**src/hdl/gdd_pkg.sv**
```systemverilog
// ----------------------------------------------------------------------------
// gdd_pkg - shared definitions for the Gregorian date difference core
// Field widths, year clamp, reciprocal constants for the constant divisions,
// the month offset table and the stage enable bundle.
// ----------------------------------------------------------------------------
package gdd_pkg;

	// Input field widths
	localparam int DAY_W   = 5;
	localparam int MONTH_W = 4;
	localparam int YEAR_W  = 14;

	// Years above this limit are clamped to it
	localparam int MAX_YEAR = 9999;

	// Day number of a clamped date, counted from 1 Jan of year 1
	localparam int DN_W = 22;

	// Output field widths
	localparam int DAYS_W    = 23;
	localparam int YEARS_W   = 15;
	localparam int HOURS_W   = 28;
	localparam int MINUTES_W = 34;
	localparam int SECONDS_W = 40;
	localparam int WEEKS_W   = 20;
	localparam int LEFT_W    = 4;

	// Stream word widths, padded to whole bytes
	localparam int IN_W  = 48;
	localparam int OUT_W = 168;

	// Reciprocal multipliers: q = (x * MUL) >> SHIFT
	localparam int DIV100_MUL   = 5243;     // exact for x < 43690
	localparam int DIV100_SHIFT = 19;
	localparam int DIV7_MUL     = 4793490;  // floor(2^25 / 7), may be one low
	localparam int DIV7_SHIFT   = 25;
	localparam int DIV365_MUL   = 2941758;  // floor(2^30 / 365), may be one low
	localparam int DIV365_SHIFT = 30;

	// Width of the day-of-year sum (offset + day + leap day)
	localparam int PART_W = 9;

	// Advance strobes for the three day number stages
	typedef struct packed {
		logic s1;
		logic s2;
		logic s3;
	} gdd_stage_en_t;

	// Days in the year before the first of the month (month index 0 = January)
	function automatic logic [PART_W-1:0] days_before_month(input logic [MONTH_W-1:0] idx);
		logic [PART_W-1:0] res;
		case (idx)
			4'd0:    res = 9'd0;
			4'd1:    res = 9'd31;
			4'd2:    res = 9'd59;
			4'd3:    res = 9'd90;
			4'd4:    res = 9'd120;
			4'd5:    res = 9'd151;
			4'd6:    res = 9'd181;
			4'd7:    res = 9'd212;
			4'd8:    res = 9'd243;
			4'd9:    res = 9'd273;
			4'd10:   res = 9'd304;
			4'd11:   res = 9'd334;
			default: res = 9'd0;
		endcase
		return res;
	endfunction

endpackage

```
**src/hdl/gdd_day_num.sv**
```systemverilog
// ----------------------------------------------------------------------------
// gdd_day_num - date to day number, three pipeline stages
// Clamps month and year, then forms 365*py + py/4 - py/100 + py/400 plus the
// day of year, with py the number of whole years before the date.
// ----------------------------------------------------------------------------
module gdd_day_num (
	input  logic                         clk,
	input  gdd_pkg::gdd_stage_en_t       en,
	input  logic [gdd_pkg::DAY_W-1:0]    day,
	input  logic [gdd_pkg::MONTH_W-1:0]  month,
	input  logic [gdd_pkg::YEAR_W-1:0]   year,
	output logic [gdd_pkg::DN_W-1:0]     day_num
);
	import gdd_pkg::*;

	localparam int MUL100_W = $clog2(DIV100_MUL + 1);
	localparam int PROD_W   = YEAR_W + MUL100_W;
	localparam int Q100_W   = PROD_W - DIV100_SHIFT;
	localparam int MONTHS   = 12;

	// Stage 1: clamp, whole years before the date, start of divide by 100
	logic [YEAR_W-1:0]  year_c;
	logic [YEAR_W-1:0]  py_c;
	logic [MONTH_W-1:0] midx_c;

	always_comb begin
		if (year == '0) begin
			year_c = YEAR_W'(1);
		end else if (int'(year) > MAX_YEAR) begin
			year_c = YEAR_W'(MAX_YEAR);
		end else begin
			year_c = year;
		end
		py_c = year_c - YEAR_W'(1);
		if (month == '0) begin
			midx_c = '0;
		end else if (int'(month) > MONTHS) begin
			midx_c = MONTH_W'(MONTHS - 1);
		end else begin
			midx_c = month - MONTH_W'(1);
		end
	end

	logic [YEAR_W-1:0]  py_s1;
	logic [MONTH_W-1:0] midx_s1;
	logic [DAY_W-1:0]   day_s1;
	logic [PROD_W-1:0]  prod_s1;

	always_ff @(posedge clk) begin
		if (en.s1) begin
			py_s1   <= py_c;
			midx_s1 <= midx_c;
			day_s1  <= day;
			prod_s1 <= PROD_W'(py_c) * PROD_W'(DIV100_MUL);
		end
	end

	// Stage 2: century count, leap test, day of year, 365 * py
	logic [Q100_W-1:0] q100_c;
	logic [YEAR_W-1:0] r100_c;
	logic              leap_c;
	logic [PART_W-1:0] part_c;

	always_comb begin
		q100_c = prod_s1[PROD_W-1:DIV100_SHIFT];
		r100_c = py_s1 - YEAR_W'(YEAR_W'(q100_c) * YEAR_W'(100));
		// year % 4 == 0 and (year % 100 != 0 or year % 400 == 0), seen through py
		leap_c = (py_s1[1:0] == 2'b11) &&
		         ((r100_c != YEAR_W'(99)) || (q100_c[1:0] == 2'b11));
		part_c = days_before_month(midx_s1) + PART_W'(day_s1) +
		         PART_W'(leap_c && (midx_s1 >= MONTH_W'(2)));
	end

	logic [DN_W-1:0]     py365_s2;
	logic [YEAR_W-3:0]   py4_s2;
	logic [Q100_W-1:0]   q100_s2;
	logic [PART_W-1:0]   part_s2;

	always_ff @(posedge clk) begin
		if (en.s2) begin
			py365_s2 <= DN_W'(py_s1) * DN_W'(365);
			py4_s2   <= py_s1[YEAR_W-1:2];
			q100_s2  <= q100_c;
			part_s2  <= part_c;
		end
	end

	// Stage 3: sum the terms
	logic [DN_W-1:0] day_num_s3;

	always_ff @(posedge clk) begin
		if (en.s3) begin
			day_num_s3 <= py365_s2 + DN_W'(py4_s2) - DN_W'(q100_s2) +
			              DN_W'(q100_s2[Q100_W-1:2]) + DN_W'(part_s2);
		end
	end

	assign day_num = day_num_s3;

endmodule

```
**src/hdl/gregorian_date_difference_core.sv**
```systemverilog
// ----------------------------------------------------------------------------
// gregorian_date_difference_core - signed days between two Gregorian dates
// Converts both dates to day numbers, subtracts, and derives whole years,
// hours, minutes, seconds, whole weeks and leftover days.
// ----------------------------------------------------------------------------
//  Channel   Dir  Width  Word contents (lowest bits first)
//  s_*       in   48     start_day, start_month, start_year,
//                        end_day, end_month, end_year
//  m_*       out  168    total_days, whole_years, total_hours, total_minutes,
//                        total_seconds, whole_weeks, leftover_days
//
//  Seven stages (day numbers over three, subtract, products and quotient
//  estimates, quotient fix, sign restore); one word is taken per cycle unless
//  every stage is full and the output is stalled; results leave from stage 7.
//  arst_n clears all stage valid bits; data registers are not reset.
//  A stalled output holds its word; upstream stages keep filling empty slots
//  and stop only when the stage ahead of them is full and held.
// ----------------------------------------------------------------------------
module gregorian_date_difference_core (
	input  logic                        clk,
	input  logic                        arst_n,
	input  logic                        s_tvalid,
	output logic                        s_tready,
	// start_day, start_month, start_year, end_day, end_month, end_year
	input  logic [gdd_pkg::IN_W-1:0]    s_tdata,
	output logic                        m_tvalid,
	input  logic                        m_tready,
	// total_days, whole_years, total_hours, total_minutes, total_seconds,
	// whole_weeks, leftover_days
	output logic [gdd_pkg::OUT_W-1:0]   m_tdata
);
	import gdd_pkg::*;

	localparam int SD_LO = 0;
	localparam int SM_LO = SD_LO + DAY_W;
	localparam int SY_LO = SM_LO + MONTH_W;
	localparam int ED_LO = SY_LO + YEAR_W;
	localparam int EM_LO = ED_LO + DAY_W;
	localparam int EY_LO = EM_LO + MONTH_W;

	localparam int MUL7_W   = $clog2(DIV7_MUL + 1);
	localparam int MUL365_W = $clog2(DIV365_MUL + 1);
	localparam int P7_W     = DN_W + MUL7_W;
	localparam int P365_W   = DN_W + MUL365_W;
	localparam int Q7_W     = P7_W - DIV7_SHIFT;
	localparam int Q365_W   = P365_W - DIV365_SHIFT;
	localparam int R7_W     = 3;
	localparam int PAD_W    = OUT_W - DAYS_W - YEARS_W - HOURS_W - MINUTES_W -
	                          SECONDS_W - WEEKS_W - LEFT_W;
	localparam int CHK_W    = DAYS_W + 1;

	// Stage valid bits and advance strobes
	logic valid_s1, valid_s2, valid_s3, valid_s4, valid_s5, valid_s6, valid_s7;
	logic en4, en5, en6, en7;
	gdd_stage_en_t dn_en;

	assign en7      = ~valid_s7 | m_tready;
	assign en6      = ~valid_s6 | en7;
	assign en5      = ~valid_s5 | en6;
	assign en4      = ~valid_s4 | en5;
	assign dn_en.s3 = ~valid_s3 | en4;
	assign dn_en.s2 = ~valid_s2 | dn_en.s3;
	assign dn_en.s1 = ~valid_s1 | dn_en.s2;
	assign s_tready = dn_en.s1;
	assign m_tvalid = valid_s7;

	// Advance valid bits where the stage moves
	always_ff @(posedge clk or negedge arst_n) begin
		if (!arst_n) begin
			valid_s1 <= 1'b0;
			valid_s2 <= 1'b0;
			valid_s3 <= 1'b0;
			valid_s4 <= 1'b0;
			valid_s5 <= 1'b0;
			valid_s6 <= 1'b0;
			valid_s7 <= 1'b0;
		end else begin
			if (dn_en.s1) valid_s1 <= s_tvalid;
			if (dn_en.s2) valid_s2 <= valid_s1;
			if (dn_en.s3) valid_s3 <= valid_s2;
			if (en4)      valid_s4 <= valid_s3;
			if (en5)      valid_s5 <= valid_s4;
			if (en6)      valid_s6 <= valid_s5;
			if (en7)      valid_s7 <= valid_s6;
		end
	end

	// Stages 1 to 3: day numbers of both dates
	logic [DN_W-1:0] dn_start, dn_end;

	gdd_day_num u_dn_start (
		.clk     (clk),
		.en      (dn_en),
		.day     (s_tdata[SM_LO-1:SD_LO]),
		.month   (s_tdata[SY_LO-1:SM_LO]),
		.year    (s_tdata[ED_LO-1:SY_LO]),
		.day_num (dn_start)
	);

	gdd_day_num u_dn_end (
		.clk     (clk),
		.en      (dn_en),
		.day     (s_tdata[EM_LO-1:ED_LO]),
		.month   (s_tdata[EY_LO-1:EM_LO]),
		.year    (s_tdata[EY_LO+YEAR_W-1:EY_LO]),
		.day_num (dn_end)
	);

	// Stage 4: signed difference and its magnitude
	logic signed [DAYS_W-1:0] days_c;
	logic [DN_W-1:0]          mag_c;

	always_comb begin
		days_c = $signed({1'b0, dn_end}) - $signed({1'b0, dn_start});
		mag_c  = days_c[DAYS_W-1] ? (dn_start - dn_end) : (dn_end - dn_start);
	end

	logic signed [DAYS_W-1:0] days_s4;
	logic [DN_W-1:0]          mag_s4;
	logic                     neg_s4;

	always_ff @(posedge clk) begin
		if (en4) begin
			days_s4 <= days_c;
			mag_s4  <= mag_c;
			neg_s4  <= days_c[DAYS_W-1];
		end
	end

	// Stage 5: time unit products and reciprocal quotient estimates
	logic [P7_W-1:0]   p7_c;
	logic [P365_W-1:0] p365_c;

	assign p7_c   = P7_W'(mag_s4) * P7_W'(DIV7_MUL);
	assign p365_c = P365_W'(mag_s4) * P365_W'(DIV365_MUL);

	logic signed [DAYS_W-1:0]    days_s5;
	logic signed [HOURS_W-1:0]   hours_s5;
	logic signed [MINUTES_W-1:0] minutes_s5;
	logic signed [SECONDS_W-1:0] seconds_s5;
	logic [DN_W-1:0]             mag_s5;
	logic                        neg_s5;
	logic [Q7_W-1:0]             q7_s5;
	logic [Q365_W-1:0]           q365_s5;

	always_ff @(posedge clk) begin
		if (en5) begin
			days_s5    <= days_s4;
			hours_s5   <= HOURS_W'(days_s4) * HOURS_W'(24);
			minutes_s5 <= MINUTES_W'(days_s4) * MINUTES_W'(1440);
			seconds_s5 <= SECONDS_W'(days_s4) * SECONDS_W'(86400);
			mag_s5     <= mag_s4;
			neg_s5     <= neg_s4;
			q7_s5      <= p7_c[P7_W-1:DIV7_SHIFT];
			q365_s5    <= p365_c[P365_W-1:DIV365_SHIFT];
		end
	end

	// Stage 6: correct quotients that came out one low
	logic [DN_W-1:0]   r7_c, r365_c;
	logic [Q7_W-1:0]   q7_fix_c;
	logic [R7_W-1:0]   r7_fix_c;
	logic [Q365_W-1:0] q365_fix_c;

	always_comb begin
		r7_c   = mag_s5 - DN_W'(DN_W'(q7_s5) * DN_W'(7));
		r365_c = mag_s5 - DN_W'(DN_W'(q365_s5) * DN_W'(365));
		if (r7_c >= DN_W'(7)) begin
			q7_fix_c = q7_s5 + Q7_W'(1);
			r7_fix_c = R7_W'(r7_c - DN_W'(7));
		end else begin
			q7_fix_c = q7_s5;
			r7_fix_c = R7_W'(r7_c);
		end
		if (r365_c >= DN_W'(365)) begin
			q365_fix_c = q365_s5 + Q365_W'(1);
		end else begin
			q365_fix_c = q365_s5;
		end
	end

	logic signed [DAYS_W-1:0]    days_s6;
	logic signed [HOURS_W-1:0]   hours_s6;
	logic signed [MINUTES_W-1:0] minutes_s6;
	logic signed [SECONDS_W-1:0] seconds_s6;
	logic                        neg_s6;
	logic [Q7_W-1:0]             weeks_mag_s6;
	logic [R7_W-1:0]             left_mag_s6;
	logic [Q365_W-1:0]           years_mag_s6;

	always_ff @(posedge clk) begin
		if (en6) begin
			days_s6      <= days_s5;
			hours_s6     <= hours_s5;
			minutes_s6   <= minutes_s5;
			seconds_s6   <= seconds_s5;
			neg_s6       <= neg_s5;
			weeks_mag_s6 <= q7_fix_c;
			left_mag_s6  <= r7_fix_c;
			years_mag_s6 <= q365_fix_c;
		end
	end

	// Stage 7: restore the sign of quotient and remainder, hold the output word
	logic signed [DAYS_W-1:0]    days_s7;
	logic signed [YEARS_W-1:0]   years_s7;
	logic signed [HOURS_W-1:0]   hours_s7;
	logic signed [MINUTES_W-1:0] minutes_s7;
	logic signed [SECONDS_W-1:0] seconds_s7;
	logic signed [WEEKS_W-1:0]   weeks_s7;
	logic signed [LEFT_W-1:0]    left_s7;

	always_ff @(posedge clk) begin
		if (en7) begin
			days_s7    <= days_s6;
			hours_s7   <= hours_s6;
			minutes_s7 <= minutes_s6;
			seconds_s7 <= seconds_s6;
			if (neg_s6) begin
				years_s7 <= -YEARS_W'(years_mag_s6);
				weeks_s7 <= -WEEKS_W'(weeks_mag_s6);
				left_s7  <= -LEFT_W'(left_mag_s6);
			end else begin
				years_s7 <= YEARS_W'(years_mag_s6);
				weeks_s7 <= WEEKS_W'(weeks_mag_s6);
				left_s7  <= LEFT_W'(left_mag_s6);
			end
		end
	end

	assign m_tdata = {{PAD_W{1'b0}}, left_s7, weeks_s7, seconds_s7, minutes_s7,
	                  hours_s7, years_s7, days_s7};

	// Cross-checks between the output fields
	logic signed [CHK_W-1:0] chk_week_c, chk_year_c;

	assign chk_week_c = CHK_W'(weeks_s7) * CHK_W'(7) + CHK_W'(left_s7);
	assign chk_year_c = CHK_W'(days_s7) - CHK_W'(years_s7) * CHK_W'(365);

	a_accept_fills_s1: assert property (@(posedge clk) disable iff (!arst_n)
		s_tvalid && s_tready |=> valid_s1)
		else $error("accepted word did not reach stage 1");

	a_week_split: assert property (@(posedge clk) disable iff (!arst_n)
		m_tvalid |-> chk_week_c == CHK_W'(days_s7))
		else $error("weeks and leftover days do not add up to total days");

	a_left_sign: assert property (@(posedge clk) disable iff (!arst_n)
		m_tvalid |-> (left_s7 == '0) || (left_s7[LEFT_W-1] == days_s7[DAYS_W-1]))
		else $error("leftover days sign differs from total days");

	a_year_rem: assert property (@(posedge clk) disable iff (!arst_n)
		m_tvalid |-> (chk_year_c > CHK_W'(-365)) && (chk_year_c < CHK_W'(365)))
		else $error("whole years off by at least one");

endmodule
```
**config.mk**
```make
export PLATFORM = sky130hd
export DESIGN_NAME = gregorian_date_difference_core
export DESIGN_NICKNAME = d
export VERILOG_FILES = /design/src/hdl/gdd_pkg.sv /design/src/hdl/gdd_day_num.sv /design/src/hdl/gregorian_date_difference_core.sv
export SDC_FILE = /design/constraint.sdc
export NUM_CORES = 2
export LEC_CHECK = 0
export BUFFER_PORTS_ARGS = -buffer_cell sky130_fd_sc_hd__buf_4
export CAP_MARGIN = 40
export CORE_AREA = 3 3 391 393
export CTS_CLUSTER_DIAMETER = 150
export DETAILED_ROUTE_END_ITERATION = 8
export DIE_AREA = 0 0 394 396
export PLACE_DENSITY = 0.65
export SLEW_MARGIN = 0
export SYNTH_ARGS = -nofsm -noshare
export SYNTH_HDL_FRONTEND = slang
export SYNTH_SLANG_ARGS = --single-unit
```
**constraint.sdc**
```tcl
create_clock -name clk -period 23.6 [get_ports clk]
set_input_delay 2.36 -clock clk [delete_from_list [all_inputs] [get_ports clk]]
set_output_delay 2.36 -clock clk [all_outputs]
set_load 0.01 [all_outputs]
```
# Word-level counts from Yosys, hierarchy flattened
# Memories as Yosys holds them, arrays and structs flattened.
# Index checks and enable logic that the tools add are counted.
# W data, S select, Z words.
# word_totals
register_bits	763
romBits	288
in_bits	52
out_inout_bits	170
wordCells	152
mem_count	2
# classes
n_addsub	29
mul	13
magnitude_cmp	8
n_eq_ne	6
muxes	13
bitwise_logic	14
reduce_logical	12
# mem_list
name	words	width	read_ports	rd_clocked_by_memory_dff	wr	line	source
(name not given)	16	9	1	0	0	gdd_pkg.sv:53	case (idx)
(name not given)	16	9	1	0	0	gdd_pkg.sv:53	
# ops
operator	count
$sub A22 B22 Y22	4
$mux W14	6
$mul A14 B9 Y22 const B	3
$mul A14 B13 Y27 const B	2
$add A22 B12 Y22	2
$add A22 B6 Y22	2
$add A22 B9 Y22	2
$mul A22 B22 Y44 const B	1
$sub A22 B8 Y22	2
$mul A22 B21 Y43 const B	1
$mux W20	2
$mul A23 B11 Y33 const B	1
$mul A23 B7 Y29 const B	1
$gt A14 B14 Y1 const B	2
$logic_not A14 Y1	2
$ne A14 B7 Y1 const B	2
$sub A14 B1 Y14 const B	2
$sub A14 B14 Y14	2
$mul A23 B3 Y25 const B	1
$mul A8 B5 Y12 const B	2
$sub A22 B22 Y23	1
$ge A22 B3 Y1 const B	1
$ge A22 B9 Y1 const B	1
$mul A20 B3 Y22 const B	1
21 further kinds	49

# Longest topological paths before layout
# logic_depth
word_depth	8
ltp_mapped	34
ltp_nobuf	33

# Cells and area by module
# From an unflattened synthesis, not the netlist that was laid out.
# hier_totals
hier_cells	6341
area_unflattened_um2	70656.5
# modules_own_cells
module	n_inst	cells_per_inst	area_per_inst_um2
gregorian_date_difference_core	1	3889	44975.6
gdd_day_num (u_dn_start)	1	1251	12952.4
gdd_day_num (u_dn_end)	1	1201	12728.5

# Worst setup path before layout
# OpenSTA, ideal clock, no wires.
# synth_path
path_kind	input port to output port
start	in m_tready
end	out s_tready
arrival_time_ns	9.595
t_required_ns	21.240
path_slack_ns	11.645
cell_stages	4
cell_sequence	nor2b_1 -> nand3_1 -> nor2_1 -> nand4_1
# synth_between
elab_chain_cells	7
# synth_lines
element	line	source
start, declared	gregorian_date_difference_core.sv:27	input logic m_tready,
$or A1 B1 Y1	gregorian_date_difference_core.sv:57	assign en7 = ~valid_s7 | m_tready;
$or A1 B1 Y1	gregorian_date_difference_core.sv:58	assign en6 = ~valid_s6 | en7;
$or A1 B1 Y1	gregorian_date_difference_core.sv:59	assign en5 = ~valid_s5 | en6;
named net en5	gregorian_date_difference_core.sv:54	logic en4, en5, en6, en7;
$or A1 B1 Y1	gregorian_date_difference_core.sv:60	assign en4 = ~valid_s4 | en5;
$or A1 B1 Y1	gregorian_date_difference_core.sv:61	assign dn_en.s3 = ~valid_s3 | en4;
$or A1 B1 Y1	gregorian_date_difference_core.sv:62	assign dn_en.s2 = ~valid_s2 | dn_en.s3;
$or A1 B1 Y1	gregorian_date_difference_core.sv:63	assign dn_en.s1 = ~valid_s1 | dn_en.s2;
end, declared	gregorian_date_difference_core.sv:23	output logic s_tready,
# The timed path passes the listed nets, and every way through them passes these cells.

# Worst setup path after layout
# layout_path
start	in s_tdata[13] in the netlist's numbering
end	reg u_dn_start.prod_s1[26] (data pin)
# layout_between
elab_chain_cells	5
# layout_lines
element	line	source
start, declared	gregorian_date_difference_core.sv:25	input logic [gdd_pkg::IN_W-1:0] s_tdata,
$gt A14 B14 Y1	gdd_day_num.sv:29	end else if (int'(year) > MAX_YEAR) begin
$mux W14	gdd_day_num.sv:29	
$mux W14 *	gdd_day_num.sv:27	if (year == '0) begin
$sub A14 B1 Y14 *	gdd_day_num.sv:34	py_c = year_c - YEAR_W'(1);
named net u_dn_start.py_c[0]	gdd_day_num.sv:23	logic [YEAR_W-1:0] py_c;
$mul A14 B13 Y27 *	gdd_day_num.sv:54	prod_s1 <= PROD_W'(py_c) * PROD_W'(DIV100_MUL);
end signal, assigned	gdd_day_num.sv:54	
end, declared	gdd_day_num.sv:47	logic [PROD_W-1:0] prod_s1;
# The timed path passes the listed nets; every way through them passes the cells marked *.
# A chain may end at the register's enable or synchronous reset.

==> Flow_metrics.wiki <==
{| class="wikitable"
! Metric !! Value
|-
| Clock-pin slew reported for the worst setup and hold paths after clock tree synthesis || 0.06 ns
|-
| Portion of the clock cycle consumed by the worst path in the final layout || 44.77%
|-
| Layout cells sized above 1 || 6.258%
|-
| Number of buffers created by CTS || 80
|-
| Worst reg2reg setup slack || 16.15 ns
|-
| Netlist area before placement || 0.07015 mm^2
|-
| Die area || 0.1560 mm^2
|-
| Number of iterations in the first detailed-routing pass || 5
|-
| Gr ovfl total || 0
|-
| Post-DRT Antenna Nets || 0
|-
| Depth of the CTS H-tree || 3
|-
| Total length of routed wires || 142000 um
|-
| Horizontal die dimension || 394 um
|-
| Area share of the largest cell type after synthesis || 29.62%
|-
| Final-report max-slew violation count || 0
|-
| Final weighted congestion of routability-driven global placement || 0.8952
|-
| Post-cts sizing count || 0
|-
| Delay contributed by the slowest stage of the critical path || 0.88 ns
|-
| Area of the core || 0.1498 mm^2
|-
| Average detailed-routed wire length per instance || 16.39 um
|-
| Synthesized-area fraction occupied by ao, oa, aoi and oai cells || 7.930%
|-
| Number of rows in the core area || 142
|-
| Number of I/O pins || 222
|-
| Max-slew headroom at the worst pin || 32.97%
|-
| Max Clk Rate || 94.66 MHz
|-
| Effective utilization at floorplan || 46.84%
|-
| Worst slack at placement || 12.30 ns
|-
| Yosys warning total || 0
|-
| Most frequently used flop master after synthesis || sky130_fd_sc_hd__edfxtp_1
|-
| Average via count per standard cell || 5.006
|-
| Run status || finished, final reports clean
|-
| Worst-skew pair later-pin latency || 0.69 ns
|-
| Top cells by instance count after synthesis || sky130_fd_sc_hd__inv_1, sky130_fd_sc_hd__ha_1, sky130_fd_sc_hd__fa_1
|-
| Crit path DAT || 10.98 ns
|-
| Critical Path RT || 24.01 ns
|-
| Share of async-settable or async-resettable flops after synthesis || 1.001%
|-
| Detail Placement HPWL || 118400 um
|-
| Number of cell instances on the worst register-to-register path || 25
|-
| Element type at the critical path start || input port
|-
| Most area-hungry cell type in the Yosys netlist || sky130_fd_sc_hd__edfxtp_1
|-
| Endpoint of the lowest-slack register-to-register path || q365_s5[13]
|-
| Worst-path cell with the longest stage delay || sky130_fd_sc_hd__a2111oi_0
|-
| Portion of netlist area occupied by mux cells || 0.3817%
|-
| Fin worst setup slack || 13.04 ns
|-
| Via count of the first global-routing pass || 45380
|-
| Die height || 396 um
|-
| Net count of the finished layout || 8570
|-
| Critical path fanouts, max || 15
|-
| Critical hold path startpoint || days_s6[20]
|-
| Leading cell types by total area after synthesis || sky130_fd_sc_hd__edfxtp_1, sky130_fd_sc_hd__ha_1, sky130_fd_sc_hd__fa_1
|-
| Worst Tran Pin Value || 0.9801 ns
|-
| Final setup violation count || 0
|-
| Type of the worst min-delay path || flip-flop to flip-flop
|-
| Dominant combinational cell family by area after synthesis || adder cells
|-
| Setup TNS Final || 0 ns
|-
| Post-synthesis share of cell area spent on xor and xnor gates || 4.619%
|-
| Worst Hold Depth || 0
|-
| Longest Clk Path Bufs || 3
|-
| Worst Path Class, Setup || input port to flip-flop
|-
| Port Buffer Count || 200
|-
| RSZ-0062 raised after global routing || false
|-
| All-Layer GR Usage || 18.68%
|-
| DR DRC count || 0
|-
| Number of enable flip-flop cells after synthesis || 692
|-
| Cells after Synth || 6329
|-
| Distinct cells, synth || 86
|-
| Post-synthesis sequential area ratio || 29.87%
|-
| Number of DRC violations after detailed-routing iteration 0 || 1992
|-
| Min Tclk post-route || 10.56 ns
|-
| Pin count of the biggest net entering global routing || 78
|-
| Total clock sinks || 699
|-
| Count of hold buffers inserted by post-cts repair || 0
|-
| Clock tree from TritonCTS || built
|-
| End point of the worst hold path || days_s7[20]
|-
| Total inserted antenna cells || 0
|-
| Fill count || 13190
|-
| Max-cap viol count || 0
|-
| Wire length of the first global-routing pass || 235500 um
|-
| Critical path capture point type || flip-flop
|-
| Initial antenna violation count || 1
|-
| Layout overhead on the synthesized area || 9.622%
|-
| Synth Area in Adders || 42.53%
|-
| Count of state elements after synthesis || 699
|-
| Most frequent cell after synthesis || sky130_fd_sc_hd__inv_1
|-
| Mean post-synth cell area || 11.08 um^2
|-
| Total via count after detailed routing || 43370
|-
| Number of hold-slack violations in the final timing report || 0
|-
| Start of the worst register-to-register path || mag_s4[15]
|-
| Setup Fix Bufs, Post-CTS || 0
|-
| Clock Skew || 0.03648 ns
|-
| Buffer type at the clock tree root || sky130_fd_sc_hd__clkbuf_16
|-
| Simple-gate share of the synthesized area || 5.718%
|}
-- through the flow --
stage	util, %	instances	hold slack (ns)	instance area (um^2)
3_3_place_gp	49.42	8507	0.4041	74020
6_report	51.35	8663	0.4115	76900
5_1_grt	51.35	8663	0.4189	76900
4_1_cts	51.35	8663	0.4113	76900
2_1_floorplan	-	6347	0.4003	70220
3_5_place_dp	49.50	8514	0.4045	74140
-- how the worst max path moves through the flow --
stage,from,endpoint,slack [ns],cells past startpoint
after global placement,s_tdata[37],u_dn_end.prod_s1[26],12.02,32
after global routing,s_tdata[13],u_dn_start.prod_s1[26],12.31,30
after CTS,s_tdata[13],u_dn_start.prod_s1[26],12.99,30
after floorplan,m_tready,s_tready,11.64,4
after detailed placement,s_tdata[13],u_dn_start.prod_s1[26],12.30,30
final,s_tdata[13],u_dn_start.prod_s1[26],13.04,30
-- layout by cell type, fill, tap and decap left out, types with 13 or more instances in the layout --
cell type / n
sky130_fd_sc_hd__a21o_1: 111
sky130_fd_sc_hd__nor3_1: 82
sky130_fd_sc_hd__xnor2_1: 284
sky130_fd_sc_hd__and2_1: 20
sky130_fd_sc_hd__nand2b_1: 49
sky130_fd_sc_hd__or3_1: 33
sky130_fd_sc_hd__buf_4: 217
sky130_fd_sc_hd__o31a_1: 13
sky130_fd_sc_hd__xor2_1: 86
sky130_fd_sc_hd__or2_2: 18
sky130_fd_sc_hd__o21ai_0: 155
sky130_fd_sc_hd__and3_1: 30
sky130_fd_sc_hd__o21bai_1: 42
sky130_fd_sc_hd__edfxtp_1: 692
sky130_fd_sc_hd__o31ai_1: 16
sky130_fd_sc_hd__nand2_1: 168
sky130_fd_sc_hd__a211oi_1: 22
sky130_fd_sc_hd__a31o_2: 16
sky130_fd_sc_hd__ha_1: 1194
sky130_fd_sc_hd__a21boi_0: 20
sky130_fd_sc_hd__nand3_1: 75
sky130_fd_sc_hd__a31oi_1: 25
sky130_fd_sc_hd__o211ai_1: 14
sky130_fd_sc_hd__nor2b_1: 51
sky130_fd_sc_hd__a21oi_1: 231
sky130_fd_sc_hd__nor2_1: 208
sky130_fd_sc_hd__a2111oi_0: 13
sky130_fd_sc_hd__nand4_1: 23
sky130_fd_sc_hd__mux2i_1: 20
sky130_fd_sc_hd__conb_1: 19
sky130_fd_sc_hd__inv_1: 1567
sky130_fd_sc_hd__o21a_1: 41
sky130_fd_sc_hd__fa_1: 744
sky130_fd_sc_hd__clkbuf_16: 81
-- cells by family after synthesis --
kind of cell               after synthesis
buffers and inverters                 1641
other                                    1
xor gates and xnor gates               370
and+or+nand+nor                        812
muxes                                   26
DFF                                    699
adders and majority gates             1938
AOI/OAI and AO/OA                      842
-- metal layers --
layer,part of all wire [%],global-route usage [%],routed length (um)
met1,46,24.94,64640
met3,3.3,2.197,4669
met4,2.1,4.629,2991
met2,49,32.44,69720
met5,0,0,0
-- worst max-delay path: cells and delay by family --
family / cells / cell delay, ns
xor+xnor: 2 / 0.23
buf+inv: 5 / 0.46
fa+ha+maj: 7 / 2.83
simple gates: 9 / 2.81
compound gates: 7 / 2.29
-- final cells by class --
cell class / count / area [um^2] / share of cell area (%)
clock buffers: 88 / 2053 / 2.670
clock inverters: 61 / 704.4 / 0.9160
repair buffers: 223 / 1750 / 2.276
flip-flops and latches: 699 / 20960 / 27.25
inverters: 1569 / 5894 / 7.665
multi-input cells: 4007 / 43020 / 55.94
well taps: 2016 / 2522 / 3.280
-- flip-flops by register name, indices dropped and copies added, names as in the netlist, 23 cells and up --
| register | count |
|---|---|
| days_s5 | 23 |
| minutes_s7 | 27 |
| days_s7 | 23 |
| seconds_s6 | 32 |
| seconds_s5 | 32 |
| days_s6 | 23 |
| minutes_s5 | 27 |
| minutes_s6 | 27 |
| seconds_s7 | 32 |
Power is not shown: default switching activity piles up to over one toggle a cycle in this logic, so the estimate is an artifact.
